[src/rtl/rrss_pkg.sv]
package rrss_pkg;

  // slot table geometry
  localparam int NUM_SLOTS  = 16;
  localparam int SLOT_W     = $clog2(NUM_SLOTS);
  localparam int CNT_W      = $clog2(NUM_SLOTS + 1);
  localparam int OUT_SLOT_W = 4;

  localparam logic [7:0] TIME_SLICE_RST = 8'd16;

  typedef enum logic [1:0] {
    ACT_TICK  = 2'd0,
    ACT_SLEEP = 2'd1,
    ACT_EXIT  = 2'd2,
    ACT_FORK  = 2'd3
  } action_e;

  typedef enum logic [1:0] {
    ST_DEAD     = 2'd0,
    ST_RUNNABLE = 2'd1,
    ST_RUNNING  = 2'd2,
    ST_BLOCKED  = 2'd3
  } slot_state_e;

  // input item and result item
  typedef struct packed {
    logic [1:0]  action;
    logic [15:0] sleep_ticks;
  } in_item_t;

  typedef struct packed {
    logic [OUT_SLOT_W-1:0] running_slot;
    logic [OUT_SLOT_W-1:0] new_slot;
    logic                  failed;
  } out_item_t;

  // one entry of the slot table
  typedef struct packed {
    slot_state_e state;
    logic [15:0] sleep_left;
    logic [7:0]  slice_used;
  } slot_entry_t;

  // controller to datapath commands
  typedef struct packed {
    logic accept;
    logic rd_cur;
    logic load;
    logic scan_rd;
    logic wr_cur;
    logic rd_pick;
    logic wr_pick;
    logic fork_wr;
  } dp_cmd_t;

  // datapath to controller status
  typedef struct packed {
    action_e action;
    logic    ticks_zero;
    logic    charge;
  } dp_status_t;

  // round robin successor
  function automatic logic [SLOT_W-1:0] next_slot(input logic [SLOT_W-1:0] s);
    logic [SLOT_W-1:0] last;
    last = SLOT_W'(NUM_SLOTS - 1);
    return (s == last) ? '0 : s + 1'b1;
  endfunction

  // contents of an entry never written since reset
  function automatic slot_entry_t reset_entry(input logic [SLOT_W-1:0] addr);
    slot_entry_t e;
    e.state      = (addr == '0) ? ST_RUNNING : ST_DEAD;
    e.sleep_left = '0;
    e.slice_used = '0;
    return e;
  endfunction

  // slot number as reported on the result
  function automatic logic [OUT_SLOT_W-1:0] to_out_slot(input logic [SLOT_W-1:0] s);
    logic [SLOT_W+OUT_SLOT_W-1:0] ext;
    ext = {{OUT_SLOT_W{1'b0}}, s};
    return ext[OUT_SLOT_W-1:0];
  endfunction

endpackage

[src/rtl/rrss_ctrl.sv]
module rrss_ctrl (
  input  logic                clk_i,
  input  logic                rst_ni,
  input  logic                start,
  input  rrss_pkg::dp_status_t status_i,
  output rrss_pkg::dp_cmd_t    cmd_o,
  output logic                busy,
  output logic                done_o
);
  import rrss_pkg::*;

  localparam logic [3:0] S_IDLE  = 4'd0;
  localparam logic [3:0] S_LOAD  = 4'd1;
  localparam logic [3:0] S_TSCAN = 4'd2;
  localparam logic [3:0] S_TLAST = 4'd3;
  localparam logic [3:0] S_WCUR  = 4'd4;
  localparam logic [3:0] S_RPICK = 4'd5;
  localparam logic [3:0] S_WPICK = 4'd6;
  localparam logic [3:0] S_FSCAN = 4'd7;
  localparam logic [3:0] S_FLAST = 4'd8;
  localparam logic [3:0] S_FWR   = 4'd9;
  localparam logic [3:0] S_DONE  = 4'd10;

  localparam logic [CNT_W-1:0] TICK_LAST = CNT_W'(NUM_SLOTS - 2);
  localparam logic [CNT_W-1:0] FORK_LAST = CNT_W'(NUM_SLOTS - 1);

  logic [3:0]       state_q, state_d;
  logic [CNT_W-1:0] cnt_q, cnt_d;

  // next state and command decode
  always_comb begin
    state_d = state_q;
    cnt_d   = cnt_q;
    cmd_o   = '0;
    case (state_q)
      S_IDLE: begin
        if (start) begin
          cmd_o.accept = 1'b1;
          cmd_o.rd_cur = 1'b1;
          state_d      = S_LOAD;
        end
      end
      S_LOAD: begin
        cmd_o.load = 1'b1;
        cnt_d      = '0;
        if (status_i.action == ACT_FORK) begin
          state_d = S_FSCAN;
        end else if (status_i.action == ACT_SLEEP && status_i.ticks_zero) begin
          state_d = S_DONE;
        end else begin
          state_d = S_TSCAN;
        end
      end
      S_TSCAN: begin
        cmd_o.scan_rd = 1'b1;
        cnt_d         = cnt_q + 1'b1;
        if (cnt_q == TICK_LAST) begin
          state_d = S_TLAST;
        end
      end
      S_TLAST: begin
        state_d = S_WCUR;
      end
      S_WCUR: begin
        cmd_o.wr_cur = 1'b1;
        state_d      = status_i.charge ? S_DONE : S_RPICK;
      end
      S_RPICK: begin
        cmd_o.rd_pick = 1'b1;
        state_d       = S_WPICK;
      end
      S_WPICK: begin
        cmd_o.wr_pick = 1'b1;
        state_d       = S_DONE;
      end
      S_FSCAN: begin
        cmd_o.scan_rd = 1'b1;
        cnt_d         = cnt_q + 1'b1;
        if (cnt_q == FORK_LAST) begin
          state_d = S_FLAST;
        end
      end
      S_FLAST: begin
        state_d = S_FWR;
      end
      S_FWR: begin
        cmd_o.fork_wr = 1'b1;
        state_d       = S_DONE;
      end
      S_DONE: begin
        state_d = S_IDLE;
      end
      default: begin
        state_d = S_IDLE;
      end
    endcase
  end

  // state register
  always_ff @(posedge clk_i or negedge rst_ni) begin
    if (!rst_ni) begin
      state_q <= S_IDLE;
      cnt_q   <= '0;
    end else begin
      state_q <= state_d;
      cnt_q   <= cnt_d;
    end
  end

  assign busy   = (state_q != S_IDLE);
  assign done_o = (state_q == S_DONE);

endmodule

[src/rtl/rrss_datapath.sv]
module rrss_datapath (
  input  logic                 clk_i,
  input  logic                 rst_ni,
  input  logic                 cfg_we_i,
  input  logic [7:0]           cfg_wdata_i,
  input  rrss_pkg::in_item_t   item_i,
  input  rrss_pkg::dp_cmd_t    cmd_i,
  output rrss_pkg::dp_status_t status_o,
  output rrss_pkg::out_item_t  result_o
);
  import rrss_pkg::*;

  logic [7:0]            time_slice_q;
  in_item_t              item_q;
  action_e               act;
  logic                  is_fork;

  logic [SLOT_W-1:0]     cur_q;
  logic [SLOT_W-1:0]     idx_q;
  logic [SLOT_W-1:0]     raddr_q;
  logic [SLOT_W-1:0]     found_idx_q;
  logic                  found_q;
  logic                  proc_q;
  logic                  charge_q;
  slot_entry_t           cache_q;
  logic [OUT_SLOT_W-1:0] new_slot_q;
  logic                  failed_q;

  // slot table
  slot_entry_t           mem_q [NUM_SLOTS];
  logic [NUM_SLOTS-1:0]  valid_q;
  slot_entry_t           rdata_q;
  logic                  rvalid_q;
  slot_entry_t           rd_entry;

  logic                  re;
  logic [SLOT_W-1:0]     raddr;
  logic                  we;
  logic [SLOT_W-1:0]     waddr;
  slot_entry_t           wdata;

  slot_entry_t           ld_entry;
  slot_entry_t           ld_cache;
  logic                  ld_charge;
  slot_entry_t           wake_entry;
  logic [15:0]           sleep_dec;
  logic                  hit;
  logic [SLOT_W-1:0]     pick;

  assign act     = action_e'(item_q.action);
  assign is_fork = (act == ACT_FORK);

  // never written entries read as their reset contents
  assign rd_entry = rvalid_q ? rdata_q : reset_entry(raddr_q);

  // current slot after the action, and slice charge or preemption
  always_comb begin
    ld_entry = rd_entry;
    case (act)
      ACT_SLEEP: begin
        ld_entry.state      = ST_BLOCKED;
        ld_entry.sleep_left = item_q.sleep_ticks;
      end
      ACT_EXIT: begin
        ld_entry.state = ST_DEAD;
      end
      default: begin
        ld_entry = rd_entry;
      end
    endcase
    ld_charge = (ld_entry.state == ST_RUNNING) && (ld_entry.slice_used != time_slice_q);
    ld_cache  = ld_entry;
    if (!is_fork) begin
      if (ld_charge) begin
        ld_cache.slice_used = ld_entry.slice_used + 8'd1;
      end else if (ld_entry.state == ST_RUNNING) begin
        ld_cache.state      = ST_RUNNABLE;
        ld_cache.slice_used = '0;
      end
    end
  end

  // sleep countdown of one scanned slot
  always_comb begin
    wake_entry = rd_entry;
    sleep_dec  = rd_entry.sleep_left - 16'd1;
    if (rd_entry.state == ST_BLOCKED) begin
      wake_entry.sleep_left = sleep_dec;
      if (sleep_dec == '0) begin
        wake_entry.state = ST_RUNNABLE;
      end
    end
  end

  // dead slot for fork, runnable non-idle slot for a switch
  assign hit = is_fork ? (rd_entry.state == ST_DEAD)
                       : ((wake_entry.state == ST_RUNNABLE) && (raddr_q != '0));

  // selected slot, falling back to the old current slot or idle slot 0
  assign pick = found_q ? found_idx_q
                        : ((cache_q.state == ST_RUNNABLE) ? cur_q : '0);

  // read port selection
  assign re    = cmd_i.rd_cur | cmd_i.scan_rd | cmd_i.rd_pick;
  assign raddr = cmd_i.rd_cur ? cur_q : (cmd_i.scan_rd ? idx_q : pick);

  // write port selection
  always_comb begin
    we    = 1'b0;
    waddr = raddr_q;
    wdata = wake_entry;
    if (proc_q && !is_fork) begin
      we = 1'b1;
    end else if (cmd_i.wr_cur) begin
      we    = 1'b1;
      waddr = cur_q;
      wdata = cache_q;
    end else if (cmd_i.wr_pick) begin
      we               = 1'b1;
      waddr            = raddr_q;
      wdata.state      = ST_RUNNING;
      wdata.sleep_left = rd_entry.sleep_left;
      wdata.slice_used = 8'd1;
    end else if (cmd_i.fork_wr && found_q) begin
      we               = 1'b1;
      waddr            = found_idx_q;
      wdata.state      = ST_RUNNABLE;
      wdata.sleep_left = cache_q.sleep_left;
      wdata.slice_used = cache_q.slice_used;
    end
  end

  // table storage and registered read
  always_ff @(posedge clk_i) begin
    if (we) begin
      mem_q[waddr] <= wdata;
    end
    if (re) begin
      rdata_q  <= mem_q[raddr];
      rvalid_q <= valid_q[raddr];
      raddr_q  <= raddr;
    end
  end

  // working registers of the current item
  always_ff @(posedge clk_i) begin
    if (cmd_i.accept) begin
      item_q <= item_i;
    end
    if (cmd_i.load) begin
      cache_q  <= ld_cache;
      charge_q <= ld_charge;
      idx_q    <= is_fork ? '0 : next_slot(cur_q);
    end else if (cmd_i.scan_rd) begin
      idx_q <= next_slot(idx_q);
    end
    if (proc_q && hit && !found_q) begin
      found_idx_q <= raddr_q;
    end
  end

  // control state, configuration and result
  always_ff @(posedge clk_i or negedge rst_ni) begin
    if (!rst_ni) begin
      time_slice_q <= TIME_SLICE_RST;
      cur_q        <= '0;
      valid_q      <= '0;
      proc_q       <= 1'b0;
      found_q      <= 1'b0;
      new_slot_q   <= '0;
      failed_q     <= 1'b0;
    end else begin
      if (cfg_we_i) begin
        time_slice_q <= cfg_wdata_i;
      end
      if (we) begin
        valid_q[waddr] <= 1'b1;
      end
      proc_q <= cmd_i.scan_rd;
      if (cmd_i.accept) begin
        new_slot_q <= '0;
        failed_q   <= 1'b0;
      end
      if (cmd_i.load) begin
        found_q <= 1'b0;
      end else if (proc_q && hit) begin
        found_q <= 1'b1;
      end
      if (cmd_i.wr_pick) begin
        cur_q <= raddr_q;
      end
      if (cmd_i.fork_wr) begin
        if (found_q) begin
          new_slot_q <= to_out_slot(found_idx_q);
        end else begin
          failed_q <= 1'b1;
        end
      end
    end
  end

  assign status_o.action     = act;
  assign status_o.ticks_zero = (item_q.sleep_ticks == '0);
  assign status_o.charge     = charge_q;

  assign result_o.running_slot = to_out_slot(cur_q);
  assign result_o.new_slot     = new_slot_q;
  assign result_o.failed       = failed_q;

endmodule

[src/rtl/round_robin_sleep_scheduler_unit.sv]
// a tick, sleep or exit scans the slot table, then charges the slice or switches slots;
// a fork scans it for a dead slot, and a sleep of zero ticks skips the scan.
// the slot table scan reads one entry a cycle on its single read port.
// throughput: one item at a time, the next start is taken the cycle after done_o.
// reset: slot 0 running, all other slots dead, time slice 16; the table needs no clearing.
// the result is valid with the one-cycle done_o strobe, holds until the next item is accepted and cannot be stalled.
module round_robin_sleep_scheduler_unit (
  input  logic                clk_i,
  input  logic                rst_ni,
  input  logic                start,
  input  rrss_pkg::in_item_t  item_i,
  output logic                busy,
  input  logic                cfg_we_i,
  input  logic [7:0]          cfg_wdata_i,
  output logic                done_o,
  output rrss_pkg::out_item_t result_o
);
  import rrss_pkg::*;

  dp_cmd_t    cmd;
  dp_status_t status;

  // sequencing of the table passes
  rrss_ctrl u_ctrl (
    .clk_i    (clk_i),
    .rst_ni   (rst_ni),
    .start    (start),
    .status_i (status),
    .cmd_o    (cmd),
    .busy     (busy),
    .done_o   (done_o)
  );

  // slot table and scheduling arithmetic
  rrss_datapath u_dp (
    .clk_i       (clk_i),
    .rst_ni      (rst_ni),
    .cfg_we_i    (cfg_we_i),
    .cfg_wdata_i (cfg_wdata_i),
    .item_i      (item_i),
    .cmd_i       (cmd),
    .status_o    (status),
    .result_o    (result_o)
  );

endmodule

[config.mk]
export PLATFORM = sky130hd
export DESIGN_NAME = round_robin_sleep_scheduler_unit
export DESIGN_NICKNAME = d
export VERILOG_FILES = /design/src/rtl/rrss_pkg.sv /design/src/rtl/rrss_ctrl.sv /design/src/rtl/rrss_datapath.sv /design/src/rtl/round_robin_sleep_scheduler_unit.sv
export SDC_FILE = /design/constraint.sdc
export NUM_CORES = 1
export LEC_CHECK = 0
export BUFFER_PORTS_ARGS = -buffer_cell sky130_fd_sc_hd__buf_4
export CORE_ASPECT_RATIO = 0.9
export CORE_MARGIN = 2
export CORE_UTILIZATION = 50
export CTS_CLUSTER_DIAMETER = 30
export DETAILED_ROUTE_END_ITERATION = 16
export GPL_TIMING_DRIVEN = 0
export PLACE_DENSITY = 0.71
export SLEW_MARGIN = 20
export SYNTH_ARGS = -nofsm -noshare
export SYNTH_HDL_FRONTEND = slang
export SYNTH_SLANG_ARGS = --single-unit
[constraint.sdc]
create_clock -name clk_i -period 11.4 [get_ports clk_i]
set_clock_uncertainty 0.05 [all_clocks]
set_input_delay 1.14 -clock clk_i [delete_from_list [all_inputs] [get_ports clk_i]]
set_output_delay 1.14 -clock clk_i [all_outputs]
set_load 0.01 [all_outputs]
==> key figures, run 1 <==
Detailed routing
  – Routed wire length: 68,200 um
  – Routed vias/inst: 6.36
  – Initial DRC Count: 2,334
  – TritonRoute pass-1 iters: 6
  – Post-route ant nets: 0
  – Drt drc: 0
  – Wire length per cell: 25.6 um
  – Vias: 17,000

Critical path
  – Data arrival time of the worst path: 5810 ps
  – Worst R2R End: u_dp.found_idx_q[1]
  – Flop-to-flop setup slack: 5840 ps
  – Element type at the critical path start: register
  – R2R depth: 14
  – Maximum single-stage delay on the critical path: 560 ps
  – CP endpoint kind: register
  – R2r startpoint: u_dp.rvalid_q
  – Worst Path Required: 11,650 ps
  – Slowest CP cell: clkbuf_1
  – Crit path kind: register to register
  – Critical path, cell by cell: clkbuf_1 > clkbuf_1 > clkbuf_8 > clkbuf_1 > buf_1 > nand2_1 > ha_1 > dlymetal6s2s_1 > nor3b_1 > nor4b_1 > nand3_1 > o41ai_2 > a31oi_1 > nor3b_2
  – CP most frequent cell: clkbuf_1
  – CP max FO: 10

Synth
  – Sequential area share after synthesis: 68.2%
  – Mapped Nets: 1,842
  – Synth unique cells: 86
  – Gate count of the mapped netlist: 1,802
  – Asr flop ratio synth: 8.09%
  – Cell area after synthesis: 23,600 um^2
  – Ys Warns: 0
  – Synthesized area per cell: 13.1 um^2
  – Cell accounting for the most synthesized area: edfxtp_1
  – Top cell type's share of synthesized area: 63.6%
  – Ys flop type: edfxtp_1
  – Top cells by area, synth: edfxtp_1 64%, dfrtp_1 4.6%, o21ai_0 3.3%, o211ai_1 2.6%, nand2_1 2.2%
  – Number of synthesized flops with an enable pin: 500
  – Seq cells post-synth: 544

Clock network
  – Root Driver: clkbuf_16
  – Num CTS Buffers: 96
  – Cts repair resizes: 0
  – CTS tree: done
  – Hold_buf cts: 0
  – Max H-tree Level: 3
  – Clock latency on the worst-skew pair: 640 ps
  – Post-CTS Setup Bufs: 0
  – Clk sink count: 544
  – Clock tree buffer depth: 3
  – CTS clock-pin slew for the worst setup and hold paths: 60 ps

Final layout
  – Most common cell after layout, fill and taps aside: edfxtp_1
  – Share of cells above drive strength 1: 17.7%
  – Final core utilization: 61.8%
  – Most frequent cells in the layout: 500 x edfxtp_1, 153 x o21ai_0, 139 x nand2_1, 98 x nand3_1, 97 x clkbuf_16
  – Post-route cell area: 28,800 um^2
  – Nets: 2,010
  – Layout area overhead: 22.0%
  – Cell Count, Final, Fillers Out: 2,668
  – # diodes: 0

Timing
  – Final setup violation count: 0
  – RSZ-0062 raised after global routing: no
  – Worst rel slew slack: 22.1%
  – Count of final hold-check violations: 0
  – Setup_tns: 0 ps
  – Fin crit share: 48.8%
  – Fmax: 180 MHz
  – Final Slew Violations: 0
  – Pin slew with the least headroom to its limit: 1160 ps
  – Min Tclk post-route: 5560 ps

Placement
  – IO Port Bufs: 39
  – Placed cell areas: 25,500 um^2
  – RePlAce Congestion: 0.952
  – DP HPWL: 45,400 um
  – Inst Count DP: 2,488

Min path
  – HP Class: register to register
  – Hold path startpoint: u_dp.valid_q[1]
  – Hold depth: 1
  – Hold Path Sink: u_dp.valid_q[1]

Power
  – Pwr dens: 351 nW/um^2
  – VDD IR max: 224 uV
  – Total Power: 10.1 mW
  – Leakage power: 9.87 nW

Run
  – Max Cap Viol: 0

Floorplan
  – Die Wd: 233 um
  – Vert. Die Dim: 210 um
  – IO Count: 41
  – Initial Utilization: 50.6%
  – Core ar.: 46,600 um^2
  – Die footprint: 49,000 um^2
  – Row cnt: 75

Status
  – Status: complete, no violations

Global routing
  – Global Route Usage Sum: 28.3%
  – Vias in the first global route: 17,000
  – Initial antenna violation count: 2
  – Global-route wire length before repair: 103,000 um
  – Largest net degree at the start of global routing: 45
  – Gr ovfl total: 0
==> metal layers <==
layer | GRT usage, % | routed length (um)
met4 | 11.7 | 2520
met3 | 8.46 | 8090
met1 | 38.0 | 26600
met2 | 43.1 | 31000
met5 | 0 | 13
==> metrics by stage <==
| stage | setup WS (ps) | hold slack (ps) |
|---|---|---|
| floorplan | 7510 | 376 |
| global placement | 5550 | 390 |
| detailed placement | 6020 | 395 |
| CTS | 5960 | 409 |
| global route | 5610 | 425 |
| finish | 5840 | 408 |
==> how the worst max path moves through the flow <==
stage,from,to,slack [ps],cells after the start
CTS,u_dp.rvalid_q,u_dp.found_idx_q[1],5960,14
global route,u_dp.rvalid_q,u_dp.found_idx_q[1],5610,14
detailed placement,u_dp.rvalid_q,u_dp.found_idx_q[1],6020,14
floorplan,u_dp.rvalid_q,u_dp.mem_q[0][25],7510,13
global placement,u_dp.rvalid_q,u_dp.mem_q[8][25],5550,13
finish,u_dp.rvalid_q,u_dp.found_idx_q[1],5840,14
==> synth_stat cells, drive strengths merged (11+ instances only) <==
cell type and number:
nand2 140, a22oi 13, a22o 37, buf 53, a32oi 37, clkbuf 85
mux2 14, edfxtp 500, o21ai 161, a31oi 41, xnor2 11, o22ai 25
and3 35, nand3 98, a21oi 74, nor3 14, dfrtp 43, o21bai 11
nor4 11, nor2 53, mux2i 29, o211ai 83, a211o 27, a211oi 28
inv 70
==> critical path, delay by kind of cell, from the launching register on <==
family / cells / cell delay [ps]
adders and majority gates: 1 / 260
and+or+nand+nor: 5 / 1290
AOI/OAI and AO/OA: 2 / 710
DFF: 1 / 340
buffers and inverters: 6 / 2560
==> registers in the layout, summed over array words and instances (netlist names) <==
name	cells
u_dp.mem_q	416
u_dp.cache_q	26
u_dp.rdata_q	26
u_dp.item_q	16
u_dp.valid_q	16
u_dp.time_slice_q	8
u_ctrl.cnt_q	5
u_ctrl.state_q	4
u_dp.cur_q	4
u_dp.found_idx_q	4
u_dp.idx_q	4
u_dp.new_slot_q	4
u_dp.raddr_q	4
u_dp.act	2
u_dp.charge_q	1
u_dp.failed_q	1
u_dp.found_q	1
u_dp.proc_q	1
u_dp.rvalid_q	1
==> layout make-up <==
class / instances / area [um^2]
sequential: 544 / 16100
multi-input combinational: 1047 / 6790
fill: 3372 / 17800
clock buffer: 109 / 2470
buffer: 140 / 686
tap: 616 / 771
clock inverter: 71 / 811
inverter: 71 / 268
timing repair buffer: 70 / 897
==> power by group <==
group	switching (mW)	internal, mW	leakage [nW]
clock network	1.03	1.83	1.57
logic	2.86	1.18	3.16
registers	0.184	3.01	5.13
==> cell families (layout without fill, tap and decap cells) <==
kind of cell               after synthesis  after routing  share of synthesized area (%)
DFF                                    544            544                           68.2
adders and majority gates               10             10                          0.530
muxes                                   43             43                           1.90
xor gates and xnor gates                21             21                          0.779
AOI/OAI and AO/OA                      563            563                           15.9
buffers and inverters                  211            461                           4.04
and+or+nand+nor                        410            410                           8.67
No activity file was read; power rests on OpenSTA's default activity.
==> run 2: changes to the inputs <==
- clock period: 11.4 -> 5.15 ns (I/O delays scaled with it)
==> run 2 against run 1 <==
Effect of this change: worst setup slack worse by 5300 ps; sequential power grew 120%; flip-flop and latch count unchanged; global-route usage about the same; via count increased by 0.43%; critical path depth decreased by 1; register-to-register slack got worse by 5300 ps; critical endpoint unchanged; highest routed layer unchanged.
==> key figures, run 2 (synthesized netlist as in run 1, its figures left out) <==
Status
  – Status: complete, no violations (unchanged)

Final layout
  – Post-route cell area: 29,000 um^2 (was 28,800 um^2)
  – # diodes: 0 (unchanged)
  – Share of cells above drive strength 1: 17.6% (was 17.7%)
  – Layout area overhead: 22.8% (was 22.0%)
  – Max reg flops: 416 (unchanged)
  – Most flops, register: u_dp.mem_q (unchanged)
  – Final core utilization: 62.2% (was 61.8%)
  – Most common cell after layout, fill and taps aside: edfxtp_1 (unchanged)
  – Nets: 2,028 (was 2,010)
  – Most frequent cells in the layout: 500 x edfxtp_1, 153 x o21ai_0, 139 x nand2_1, 98 x nand3_1, 97 x clkbuf_16 (unchanged)
  – Fillers: 3,344 (was 3,372)
  – Largest regs: u_dp.mem_q: 416 flops, u_dp.cache_q: 26 flops, u_dp.rdata_q: 26 flops (unchanged)

Critical path
  – CP bufs+invs: 5 (was 6)
  – CP max FO: 19 (was 10)
  – Data arrival time of the worst path: 4830 ps (was 5810 ps)
  – Element type at the critical path start: register (unchanged)
  – R2r startpoint: u_dp.rvalid_q (unchanged)
  – Worst R2R End: u_dp.found_idx_q[1] (unchanged)
  – Maximum single-stage delay on the critical path: 550 ps (was 560 ps)
  – Critical path's top delay family: buffers and inverters (unchanged)
  – Worst Path Required: 5390 ps (was 11,650 ps)
  – CP endpoint kind: register (unchanged)
  – Flop-to-flop setup slack: 570 ps (was 5840 ps)
  – Slowest CP cell: o41ai_2 (was clkbuf_1)
  – Critical path, cell by cell: clkbuf_2 > clkbuf_2 > clkbuf_8 > buf_1 > nand2_1 > ha_1 > dlymetal6s2s_1 > nor3b_1 > nor4b_1 > nand3_1 > o41ai_2 > a31oi_1 > nor3b_2 (was clkbuf_1 > clkbuf_1 > clkbuf_8 > clkbuf_1 > buf_1 > nand2_1 > ha_1 > dlymetal6s2s_1 > nor3b_1 > nor4b_1 > nand3_1 > o41ai_2 > a31oi_1 > nor3b_2)
  – CP most frequent cell: clkbuf_2 (was clkbuf_1)
  – R2R depth: 13 (was 14)
  – Crit path kind: register to register (unchanged)

Placement
  – Placed cell areas: 25,500 um^2 (unchanged)
  – IO Port Bufs: 39 (unchanged)
  – RePlAce Congestion: 0.952 (unchanged)
  – DP HPWL: 45,400 um (unchanged)

Floorplan
  – Initial Utilization: 50.6% (unchanged)
  – Core ar.: 46,600 um^2 (unchanged)
  – Die Wd: 233 um (unchanged)
  – IO Count: 41 (unchanged)
  – Vert. Die Dim: 210 um (unchanged)
  – Row cnt: 75 (unchanged)
  – Die footprint: 49,000 um^2 (unchanged)

Timing
  – Final Slew Violations: 0 (unchanged)
  – Fmax: 218 MHz (was 180 MHz)
  – Setup_tns: 0 ps (unchanged)
  – RSZ-0062 raised after global routing: no (unchanged)
  – Hold slack: 73.0 ps (was 408 ps)
  – Worst rel slew slack: 23.7% (was 22.1%)
  – Min Tclk post-route: 4580 ps (was 5560 ps)
  – Final setup violation count: 0 (unchanged)
  – Pin slew with the least headroom to its limit: 1140 ps (was 1160 ps)
  – Count of final hold-check violations: 0 (unchanged)
  – Fin crit share: 89.0% (was 48.8%)

Clock network
  – Clock latency on the worst-skew pair: 640 ps (about the same)
  – CTS clock-pin slew for the worst setup and hold paths: 60 ps (about the same)
  – CTS tree: done (unchanged)
  – Clock tree buffer depth: 3 (unchanged)
  – Max H-tree Level: 3 (unchanged)
  – Num CTS Buffers: 96 (unchanged)
  – Root Driver: clkbuf_16 (unchanged)
  – Clk sink count: 544 (unchanged)

Detailed routing
  – Routed wire length: 68,200 um (about the same)
  – Initial DRC Count: 2,309 (was 2,334)
  – Vias: 17,000 (about the same)
  – Wire length per cell: 25.4 um (was 25.6 um)
  – Routed vias/inst: 6.35 (was 6.36)
  – Post-route ant nets: 0 (unchanged)
  – TritonRoute pass-1 iters: 7 (was 6)
  – Drt drc: 0 (unchanged)

Power
  – Leakage power: 9.95 nW (was 9.87 nW)
  – Pwr dens: 772 nW/um^2 (was 351 nW/um^2)
  – Int Pwr: 13.3 mW (was 6.03 mW)
  – Switch share: 40.4% (about the same)
  – Reg power frac: 31.7% (about the same)
  – Psw: 9.03 mW (was 4.08 mW)
  – VDD IR max: 497 uV (was 224 uV)
  – Clock power frac: 28.4% (about the same)
  – Logic gate share of total power: 40.0% (about the same)

Global routing
  – Gr ovfl total: 0 (unchanged)
  – Global-route wire length before repair: 103,000 um (about the same)
  – Initial antenna violation count: 2 (unchanged)
  – Largest net degree at the start of global routing: 45 (unchanged)
  – Global Route Usage Sum: 28.3% (about the same)
  – Vias in the first global route: 17,100 (was 17,000)

Min path
  – Hold depth: 2 (was 1)
  – Hold path startpoint: cfg_wdata_i[2] (was u_dp.valid_q[1])
  – Hold Path Sink: u_dp.time_slice_q[2] (was u_dp.valid_q[1])
  – HP Class: primary input to register (was register to register)

Run
  – Max Cap Viol: 0 (unchanged)
==> run 2: how the worst max path moves through the flow <==
| stage | from | slack [ps] | endpoint | cells after the start |
|---|---|---|---|---|
| floorplan | u_dp.rvalid_q | 1260 | u_dp.mem_q[0][25] | 13 |
| global route | u_dp.rvalid_q | 350 | u_dp.found_idx_q[1] | 13 |
| CTS | u_dp.rvalid_q | 160 | u_dp.found_idx_q[1] | 14 |
| global placement | u_dp.rvalid_q | -700 | u_dp.mem_q[8][25] | 13 |
| detailed placement | u_dp.rvalid_q | -230 | u_dp.found_idx_q[1] | 14 |
| finish | u_dp.rvalid_q | 570 | u_dp.found_idx_q[1] | 13 |
==> run 2: per-stage QoR <==
| step | setup slack, ps | total power [mW] | std cells |
|---|---|---|---|
| after floorplan | 1260 | 12.0 | 1802 |
| after detailed placement | -232 | 15.7 | 2488 |
| final | 569 | 22.4 | 2686 |
| after CTS | 156 | 22.1 | 2687 |
| after global placement | -699 | 15.1 | 2457 |
| after global routing | 355 | 23.3 | 2686 |
==> run 2: power by group through the flow <==
stage	Sequential [mW]	Combinational, mW	Clock [mW]
after floorplan	7.01	4.96	0
after global placement	7.19	7.86	0
after detailed placement	7.13	8.62	0
after CTS	7.06	8.69	6.39
after global routing	7.14	9.51	6.61
final	7.08	8.94	6.35
==> run 2: what timing repair did <==
| action | CTS | global route |
|---|---|---|
| endpoints found under the setup margin | 20 | 16 |
| buffers inserted | 0 | 0 |
| hold buffers | 19 | 0 |
| endpoints found under the hold margin | 61 | 0 |
| resized for setup | 2 | 0 |
==> run 2: cell type report <==
| class | count | area [um^2] | share of cell area (%) |
|---|---|---|---|
| sequential | 544 | 16100 | 55.6 |
| multi-input combinational | 1047 | 6790 | 23.4 |
| clock buffer | 109 | 2470 | 8.52 |
| timing repair buffer | 89 | 1090 | 3.75 |
| clock inverter | 71 | 811 | 2.80 |
| tap | 616 | 771 | 2.66 |
| buffer | 139 | 684 | 2.36 |
| inverter | 71 | 268 | 0.923 |
==> run 2: per-layer routing <==
metal  routed length (um)  track usage, %  up-vias
met5                   13               0        -
met3                 7990            8.51      226
met2                30800            43.2     1105
li1                     -               -     7413
met1                26800            37.9     8303
met4                 2700            11.9        2
==> run 3: changes to the inputs <==
- ABC_AREA: default -> 1
==> run 3 against run 2 <==
Effect of this change: die area rose by 0.49%; count of clock-buffer cells in the layout rose by 19; wire length is 1.3% higher; sequential share of layout area fell by 0.45 points; final area grew 0.82%; first-iteration DRC count down 7.3%; synthesized area rose by 0.50%; non-clock buffer count shrank 35; core utilization grew 0.38 points; register-to-register slack gained 440 ps; worst setup slack better by 440 ps; critical endpoint is now u_dp.rdata_q[25].
==> key figures, run 3 <==
Global routing
  – Global-route wire length before repair: 104,000 um (was 103,000 um)
  – Gr ovfl total: 0 (unchanged)
  – Global Route Usage Sum: 28.4% (was 28.3%)
  – Initial antenna violation count: 0 (was 2)
  – Vias in the first global route: 17,400 (was 17,100)
  – Largest net degree at the start of global routing: 45 (unchanged)

Synth
  – Ys Warns: 0 (unchanged)
  – Top cell type's share of synthesized area: 63.2% (was 63.6%)
  – Largest family of logic cells by synthesized area: simple AND/OR/NAND/NOR gates (was compound AO/OA/AOI/OAI gates)
  – Synth cell count leaders: 500 x edfxtp_1, 467 x nand2_1, 244 x inv_1 (was 500 x edfxtp_1, 157 x o21ai_0, 139 x nand2_1)
  – Cell accounting for the most synthesized area: edfxtp_1 (unchanged)
  – Asr flop ratio synth: 8.09% (unchanged)
  – Top cells by area, synth: edfxtp_1 63%, nand2_1 7.4%, o211ai_1 6.2%, dfrtp_1 4.5%, nand3_1 4.1% (was edfxtp_1 64%, dfrtp_1 4.6%, o21ai_0 3.3%, o211ai_1 2.6%, nand2_1 2.2%)
  – Synth Area in Adders: 0.527% (was 0.530%)
  – Mapped Nets: 2,126 (was 1,842)
  – Cell with the most instances after synthesis: edfxtp_1 (unchanged)
  – Cell area after synthesis: 23,700 um^2 (was 23,600 um^2)
  – Number of synthesized flops with an enable pin: 500 (unchanged)
  – XOR/XNOR share of the synthesized area: 0.590% (was 0.779%)
  – Synthesized area per cell: 11.4 um^2 (was 13.1 um^2)
  – Ys flop type: edfxtp_1 (unchanged)
  – Sequential area share after synthesis: 67.9% (was 68.2%)
  – Mux share of post-synthesis cell area: 0.0474% (was 1.90%)
  – Seq cells post-synth: 544 (unchanged)
  – Compound-Gate Fraction of Synth Area: 9.85% (was 15.9%)
  – Gate count of the mapped netlist: 2,086 (was 1,802)
  – Synth Area in Simple Gates: 14.6% (was 8.67%)
  – Synth unique cells: 46 (was 86)

Critical path
  – Maximum single-stage delay on the critical path: 730 ps (was 550 ps)
  – Worst Path Required: 5470 ps (was 5390 ps)
  – CP max FO: 19 (unchanged)
  – Crit path kind: register to register (unchanged)
  – Data arrival time of the worst path: 4460 ps (was 4830 ps)
  – CP endpoint kind: register (unchanged)
  – Critical path, cell by cell: nor2_2 > inv_1 > nor2_1 > nand2_2 > inv_1 > nand2_1 > nand2_1 > buf_6 > clkbuf_1 > nand2_1 > o211ai_1 > nand3_1 > nand3_1 > nand2_1 (was clkbuf_2 > clkbuf_2 > clkbuf_8 > buf_1 > nand2_1 > ha_1 > dlymetal6s2s_1 > nor3b_1 > nor4b_1 > nand3_1 > o41ai_2 > a31oi_1 > nor3b_2)
  – Slowest CP cell: clkbuf_1 (was o41ai_2)
  – CP most frequent cell: nand2_1 (was clkbuf_2)
  – Element type at the critical path start: register (unchanged)

Floorplan
  – Initial Utilization: 50.8% (was 50.6%)
  – Row cnt: 75 (unchanged)
  – Core ar.: 46,700 um^2 (was 46,600 um^2)
  – IO Count: 41 (unchanged)
  – Die footprint: 49,200 um^2 (was 49,000 um^2)
  – Die Wd: 234 um (was 233 um)
  – Vert. Die Dim: 211 um (was 210 um)

Timing
  – Final Slew Violations: 0 (unchanged)
  – Count of final hold-check violations: 0 (unchanged)
  – Fmax: 241 MHz (was 218 MHz)
  – Setup_tns: 0 ps (unchanged)
  – Setup WS post-layout: 1010 ps (was 569 ps)
  – Final setup violation count: 0 (unchanged)
  – Worst rel slew slack: 31.9% (was 23.7%)
  – Pin slew with the least headroom to its limit: 1020 ps (was 1140 ps)
  – RSZ-0062 raised after global routing: no (unchanged)
  – Fin crit share: 80.4% (was 89.0%)
  – Min Tclk post-route: 4140 ps (was 4580 ps)

Detailed routing
  – Post-route ant nets: 0 (unchanged)
  – Routed vias/inst: 5.92 (was 6.35)
  – Routed wire length: 69,100 um (was 68,200 um)
  – Drt drc: 0 (unchanged)
  – Initial DRC Count: 2,140 (was 2,309)
  – TritonRoute pass-1 iters: 6 (was 7)
  – Wire length per cell: 23.2 um (was 25.4 um)
  – Vias: 17,700 (was 17,000)

Status
  – Status: complete, no violations (unchanged)

Placement
  – RePlAce Congestion: 0.888 (was 0.952)
  – DP Worst Slack: 1090 ps (was -232 ps)
  – DP HPWL: 46,400 um (was 45,400 um)
  – IO Port Bufs: 40 (was 39)
  – Placed cell areas: 25,500 um^2 (about the same)

Clock network
  – Post-CTS Setup Bufs: 0 (unchanged)
  – Clock tree buffer depth: 3 (unchanged)
  – Clk sink count: 544 (unchanged)
  – Num CTS Buffers: 105 (was 96)
  – Max H-tree Level: 3 (unchanged)
  – CTS tree: done (unchanged)
  – Clock latency on the worst-skew pair: 630 ps (was 640 ps)
  – Root Driver: clkbuf_16 (unchanged)
  – CTS clock-pin slew for the worst setup and hold paths: 50 ps (was 60 ps)

Final layout
  – Post-route cell area: 29,200 um^2 (was 29,000 um^2)
  – Most frequent cells in the layout: 500 x edfxtp_1, 467 x nand2_1, 240 x inv_1, 195 x o211ai_1, 194 x nand3_1 (was 500 x edfxtp_1, 153 x o21ai_0, 139 x nand2_1, 98 x nand3_1, 97 x clkbuf_16)
  – Share of cells above drive strength 1: 15.4% (was 17.6%)
  – Most common cell after layout, fill and taps aside: edfxtp_1 (unchanged)
  – Most flops, register: u_dp.mem_q (unchanged)
  – Max reg flops: 416 (unchanged)
  – # diodes: 0 (unchanged)
  – Layout area overhead: 23.2% (was 22.8%)
  – Nets: 2,322 (was 2,028)
  – Largest regs: u_dp.mem_q: 416 flops, u_dp.cache_q: 26 flops, u_dp.rdata_q: 26 flops (unchanged)

Run
  – Max Cap Viol: 0 (unchanged)

Min path
  – HP Class: primary input to register (unchanged)
## run 3: what timing repair did
action	in CTS	in global routing
hold buffers	18	1
resized for setup	0	0
endpoints found under the hold margin	60	1
## run 3: final timing paths
check	endpoint	slack [ps]	from	cells after the start
min reg2reg	u_dp.valid_q[11]	410	u_dp.valid_q[11]	2
max reg2reg	u_dp.rdata_q[25]	1010	u_ctrl.state_q[2]	14
min in group asynchronous	u_dp.time_slice_q[2]	410	rst_ni	2
min	u_dp.time_slice_q[2]	40	cfg_wdata_i[2]	3
max in group asynchronous	u_ctrl.state_q[3]	4220	rst_ni	2
max	u_dp.rdata_q[25]	1010	u_ctrl.state_q[2]	14
## run 3: kinds of logic (layout without fill, tap and decap cells)
group | count (synthesis) | after routing
flip-flops | 544 | 544
buffers and inverters | 359 | 641
adder cells (fa/ha/maj) | 10 | 10
AO/OA/AOI/OAI | 349 | 349
multiplexers | 1 | 1
AND/OR/NAND/NOR | 807 | 807
XOR/XNOR | 16 | 16
## run 3: cell type report
type                       instances  area (um^2)
buffer                           104          596
clock buffer                     128         2860
clock inverter                    65          712
fill                            3550        17500
inverter                         255          957
multi-input combinational       1183         6220
sequential                       544        16100
tap                              616          771
timing repair buffer              89         1010
## run 3: stage by stage
stage | util, % | hold WS, ps | instances
floorplan | - | 169 | 2086
global placement | 53.1 | 393 | 2742
detailed placement | 54.5 | 402 | 2771
CTS | 62.5 | 1.75 | 2982
global route | 62.6 | 47.6 | 2984
finish | 62.6 | 39.8 | 2984
## run 3: routing by layer
layer | routed length [um] | up-vias | GRT usage [%]
met5 | 0 | - | 0
met4 | 2800 | 0 | 11.6
met3 | 7300 | 192 | 5.89
met2 | 31100 | 1111 | 43.6
met1 | 27900 | 8567 | 39.7
li1 | - | 7797 | -
## run 3: worst max-delay path, delay by kind of cell, from the launching register on
kind | cells | cell delay [ps]
AOI/OAI and AO/OA | 1 | 160
DFF | 1 | 400
and+or+nand+nor | 9 | 1540
buffers and inverters | 4 | 1720
Power of run 3 is left out: the tool's default activity adds up to more than one toggle a clock period on the data nets, which glitch-free logic cannot reach.
